[config.mk]
export PLATFORM = sky130hd
export DESIGN_NAME = fbs_div
export DESIGN_NICKNAME = d
export VERILOG_FILES = /design/src/design/fbs_div.sv
export SDC_FILE = /design/constraint.sdc
export NUM_CORES = 2
export LEC_CHECK = 0
export ABC_CLOCK_PERIOD_IN_PS = 4280
export BUFFER_PORTS_ARGS = -buffer_cell sky130_fd_sc_hd__buf_4
export CORE_UTILIZATION = 25
export DETAILED_ROUTE_END_ITERATION = 10
export GPL_TIMING_DRIVEN = 0
export PLACE_DENSITY = 0.45
export REMOVE_ABC_BUFFERS = 1
export SYNTH_ARGS = -nofsm -noshare
export SYNTH_HDL_FRONTEND = slang
export SYNTH_SLANG_ARGS = --single-unit
[constraint.sdc]
create_clock -name clk -period 4.28 [get_ports clk]
set_input_delay 0.428 -clock clk [delete_from_list [all_inputs] [get_ports clk]]
set_output_delay 0.428 -clock clk [all_outputs]
set_load 0.01 [all_outputs]
[src/design/fbs_div.sv]
// Pipelined restoring divider, one quotient bit per register stage.
module fbs_div #(
  parameter int NW = 24,
  parameter int DW = 17
) (
  input  logic          clk,
  input  logic          en,
  input  logic [NW-1:0] num,
  input  logic [DW-1:0] den,
  output logic [NW-1:0] quo,
  output logic [DW-1:0] rem
);

  logic [NW-1:0] nq_r [NW];
  logic [DW-1:0] rm_r [NW];
  logic [DW-1:0] dv_r [NW];

  for (genvar i = 0; i < NW; i++) begin : g_st
    logic [NW-1:0] nq_in;
    logic [DW-1:0] rm_in;
    logic [DW-1:0] dv_in;
    logic [DW:0]   trial;
    logic [DW:0]   diff;

    if (i == 0) begin : g_first
      assign nq_in = num;
      assign rm_in = '0;
      assign dv_in = den;
    end else begin : g_next
      assign nq_in = nq_r[i-1];
      assign rm_in = rm_r[i-1];
      assign dv_in = dv_r[i-1];
    end

    assign trial = {rm_in, nq_in[NW-1]};
    assign diff  = trial - {1'b0, dv_in};

    always_ff @(posedge clk) begin
      if (en) begin
        nq_r[i] <= {nq_in[NW-2:0], ~diff[DW]};
        rm_r[i] <= diff[DW] ? trial[DW-1:0] : diff[DW-1:0];
        dv_r[i] <= dv_in;
      end
    end
  end

  assign quo = nq_r[NW-1];
  assign rem = rm_r[NW-1];

endmodule

* Yosys cells after proc, flatten, opt, wreduce, memory -nomap -nowiden
Memories as Yosys holds them, arrays and structs flattened.
Index checks and enable logic that the tools add are counted.
** Operators by class
- Add/subtract/negate cells :: 24
- Muxes and demuxes :: 26
- Bitwise operators :: 24
** Operator list (count)
- 18-bit by 17-bit subtractor with 18-bit output :: 23
- 17-bit two-way mux :: 24
- 1-bit inverter :: 24
- 1-bit by 17-bit subtractor with 18-bit output :: 1
- 1-bit two-way mux :: 2
** Storage, ports and cells
- Bits in registers :: 0
- Memory bits (writable) :: 1392
- Output and inout bits :: 41
- Word-level logic and storage cells :: 77
- Memories :: 3
** Memories
- nq_r :: words 24, bits a word 24, read ports 24, clocked after memory_dff 0, wr ports 24, line 14 : logic [NW-1:0] nq_r [NW];
- dv_r :: words 24, bits a word 17, read ports 23, clocked after memory_dff 0, wr ports 24, line 16 : logic [DW-1:0] dv_r [NW];
- rm_r :: words 24, bits a word 17, read ports 24, clocked after memory_dff 0, wr ports 24, line 15 : logic [DW-1:0] rm_r [NW];

* Longest topological paths before layout
An unclocked memory read counts as a cell.
- Word-level depth :: 3
- Depth in mapped cells :: 12

* Worst setup path after synthesis
No wires, ideal clock.
- Path type :: flip-flop to flip-flop
- Start :: memory dv_r[20][1] (netlist: dv_r[2][69])
- End :: memory rm_r[21][7] (netlist: rm_r[2][92]) (data pin)
- Setup time :: 260 ps
- Data arrival time :: 2752 ps
- Data required time :: 4020 ps
- Path slack :: 1268 ps
- Stages on the path, launching flop included :: 12
- Period minus slack after synthesis :: 3012 ps
- Path through :: edfxtp_1 inv_1 ha_1 nor2b_4 o31a_1 o31a_1 o41a_4 o311a_4 nand2_4 inv_6 buf_12 mux2_4
** RTL lines (line)
- start, declared :: 16
- end, declared :: 15

==> results.md <==
* Unrepaired setup endpoints after global routing: no
* Die boundary height at 524 µm
* Final Instance Count excl. Fillers at 9,075
* Cell types with the largest area share after synthesis: sky130_fd_sc_hd__edfxtp_1, sky130_fd_sc_hd__ha_1, sky130_fd_sc_hd__mux2_2
* Count of final setup violators at 0
* Pin count of the biggest net entering global routing at 184
* Flip-flop cell with the highest count after synthesis: sky130_fd_sc_hd__edfxtp_1
* Switching Share at 34.5%
* Number of vias per cell after detailed routing at 4.38
* Achievable frequency at 251 MHz
* Clock Skews at 0.0425 ns
* Number of unique standard cell types used by synthesis at 88
* Crit-path max FO at 18
* Post-CTS Setup Inserts at 0
* Number of cells produced by synthesis at 5,133
* Via Count at 39,700
* Cell internal pwr at 0.0394 W
* Initial cell density of the core at 25.1%
* DR iter-0 viols at 2,181
* Remaining number of nets flagged by the antenna check after routing at 0
* Per-cell routed wire length at 15.6 µm
* Leakage power of the design at 30.0 nW
* Final instance area at 79,200 µm²
* Count of standard-cell rows at 191
* Number of global-route vias before repair at 40,100
* Peak ir drop on the vdd network at 0.000315 V
* Cell area after placement at 73,200 µm²
* Count of clock tree sinks at 1,375
* Area occupied by multi-input gates at 24,400 µm²
* Number of levels in the clock H-tree at 4
* Post-synth top area cell: sky130_fd_sc_hd__edfxtp_1
* Fin. Hold Viols at 0
* Worst Setup Start Kind: flip-flop
* Asr flop ratio synth at 0%
* Number of antenna violations at the first check in global routing at 1
* Sequential-to-total area share from yosys stat at 60.7%
* Clock group share of total power at 23.8%
* Post-synthesis area per instance at 13.3 µm²
* MaxCap Viol Count at 0
* Instance count after placement with tap cells included at 8,713
* Routability-driven placement congestion ratio at 0.818
* Net count of the finished layout at 5,822
* Final Total Pwr at 0.0602 W
* Count leader, synth: sky130_fd_sc_hd__edfxtp_1
* Reg area at 41,300 µm²
* DP Wirelength at 99.4 mm
* Flops & latches, synth at 1,375
* Total routed wirelength at 141 mm
* Top-area cell type share of the netlist area at 60.7%
* Period Utilization, post-route at 93.2%
* Most frequent cells after synthesis: sky130_fd_sc_hd__edfxtp_1, sky130_fd_sc_hd__inv_1, sky130_fd_sc_hd__ha_1, sky130_fd_sc_hd__mux2_2, sky130_fd_sc_hd__a21oi_1
* 1st-pass router iterations at 7
* Clock period minus worst slack at 3.99 ns
* Net switching power figure at 0.0208 W
* Number of clock buffers inserted by TritonCTS at 177
* Fin. max-slew vios at 0
* Least-Margin Pin Slew at 1.31 ns
* Total negative setup slack at 0 ns
* Longest Clk Path Bufs at 4
* Synthesis-to-layout area growth at 16.4%
* Placeable Area at 271,000 µm²
* Min-Delay Path Class: primary input to flip-flop
* Resized cells post-CTS at 0
* Proportion of layout cells with a drive suffix above 1 at 13.1%
* Type of the worst setup path: flip-flop to flip-flop
* Power share of the combinational group at 41.8%
* Total Die Area at 274,000 µm²
* Endpoint kind of the worst setup timing path: flip-flop
* Horiz. Die Dim at 524 µm
* Clk pin slew, worst setup/hold paths at 0.06 ns
* Final-layout fill cell count at 27,200
* Clock tree from TritonCTS: yes
* Data arrival at the endpoint of the critical path at 4.53 ns
* Max_slew headroom at 12.4%
* Netlist area before placement at 68,000 µm²
* Residual DRC count at 0
* Total number of yosys warnings at 0
* Relative contribution of sequential cells to total power at 34.3%
* Port buffer count at 83
* Power density normalized to cell area at 760 nW/µm²
* Global-route wire length before repair at 224 mm
* Tot GR Track Use at 10.1%
* CTS Root Buffer Type: sky130_fd_sc_hd__clkbuf_16
* Number of flops mapped to enable cells by yosys at 1,375
* Top-level port count at 84
* Run status: complete, no violations
* GR Overflow Total at 0
* Clock latency on the worst-skew pair at 0.83 ns
* Quantity of hold-fixing buffers added after cts at 41
* Required time of the critical path at 4.82 ns
## path summary, 6_finish.rpt
path	slack (ns)	depth (start not counted)	start	to
worst min register to register	0.39	0	nq_r[2][135]	nq_r[2][160]
worst max-delay path	0.29	9	dv_r[2][18]	rm_r[2][41]
worst min-delay path	0.09	1	en	nq_r[0][7]
worst max register to register	0.29	9	dv_r[2][18]	rm_r[2][41]
## through the flow
step           setup slack (ns)  utilization [%]  hold WS, ns
3_5_place_dp              0.186             27.0        0.405
3_3_place_gp             -10.37             26.8        0.400
5_1_grt                  0.0165             29.3       0.0660
2_1_floorplan              1.10                -        0.400
6_report                  0.292             29.3       0.0928
4_1_cts                   0.169             29.2       0.0424
## critical path, stage by stage (launching register included)
cell	delay [ns]
sky130_fd_sc_hd__edfxtp_1	0.44
sky130_fd_sc_hd__inv_1	0.08
sky130_fd_sc_hd__ha_1	0.21
sky130_fd_sc_hd__nor2b_1	0.15
sky130_fd_sc_hd__o31ai_1	0.57
sky130_fd_sc_hd__a211o_1	0.33
sky130_fd_sc_hd__o21ai_0	0.20
sky130_fd_sc_hd__o21ai_1	0.25
sky130_fd_sc_hd__xor2_2	1.02
sky130_fd_sc_hd__mux2_2	0.44
## cells by family after synthesis
group	synth area share (%)
fa+ha+maj	7.91
simple gates	6.30
buf+inv	3.53
other cells	0.00551
mux	6.57
compound gates	11.6
flops	60.7
xor+xnor	3.36
## flip-flops by register name, summed over array words and instances, names as in the netlist
register / cells
rm_r: 408
dv_r: 391
nq_r: 576
## power by group through the flow
stage / clock [W] / combinational [W] / sequential [W]
after CTS: 0.0151 / 0.0254 / 0.0207
after detailed placement: 0 / 0.0252 / 0.0210
after floorplan: 0 / 0.0188 / 0.0203
after global routing: 0.0155 / 0.0279 / 0.0210
after global placement: 0 / 0.0246 / 0.0213
final: 0.0144 / 0.0252 / 0.0207
## layout by cell type, fill, tap and decap left out, types with 48 or more instances in the layout
| cell | netlist | routed |
|---|---|---|
| sky130_fd_sc_hd__xnor2_1 | 153 | 152 |
| sky130_fd_sc_hd__xor2_1 | 93 | 91 |
| sky130_fd_sc_hd__nor2_1 | 251 | 251 |
| sky130_fd_sc_hd__nand3_1 | 79 | 79 |
| sky130_fd_sc_hd__mux2_2 | 314 | 314 |
| sky130_fd_sc_hd__inv_1 | 509 | 509 |
| sky130_fd_sc_hd__buf_4 | 13 | 82 |
| sky130_fd_sc_hd__mux2i_1 | 86 | 86 |
| sky130_fd_sc_hd__o21ai_0 | 219 | 219 |
| sky130_fd_sc_hd__nand2_1 | 204 | 204 |
| sky130_fd_sc_hd__o21a_1 | 165 | 165 |
| sky130_fd_sc_hd__a21oi_1 | 306 | 306 |
| sky130_fd_sc_hd__ha_1 | 393 | 393 |
| sky130_fd_sc_hd__clkbuf_16 | 0 | 178 |
| sky130_fd_sc_hd__nand2b_1 | 70 | 70 |
| sky130_fd_sc_hd__a21o_1 | 80 | 80 |
| sky130_fd_sc_hd__a31oi_1 | 59 | 59 |
| sky130_fd_sc_hd__nor2b_1 | 89 | 89 |
| sky130_fd_sc_hd__nor3_1 | 68 | 68 |
| sky130_fd_sc_hd__edfxtp_1 | 1375 | 1375 |
| sky130_fd_sc_hd__o31a_1 | 48 | 48 |
## area by class of cell
class	instances	share of cell area, %
well taps	3570	5.64
flip-flops and latches	1375	52.1
clock inverters	107	1.23
repair buffers	145	1.92
inverters	512	2.43
multi-input cells	3152	30.9
clock buffers	210	5.78
diodes	4	0.0126
## layer usage
| metal | wire length, µm | global-route usage [%] |
|---|---|---|
| met1 | 63800 | 12.7 |
| met2 | 68200 | 17.3 |
| met3 | 5000 | 1.71 |
| met4 | 4270 | 3.67 |
| met5 | 0 | 0 |
Power figures use the tool's default switching activity.
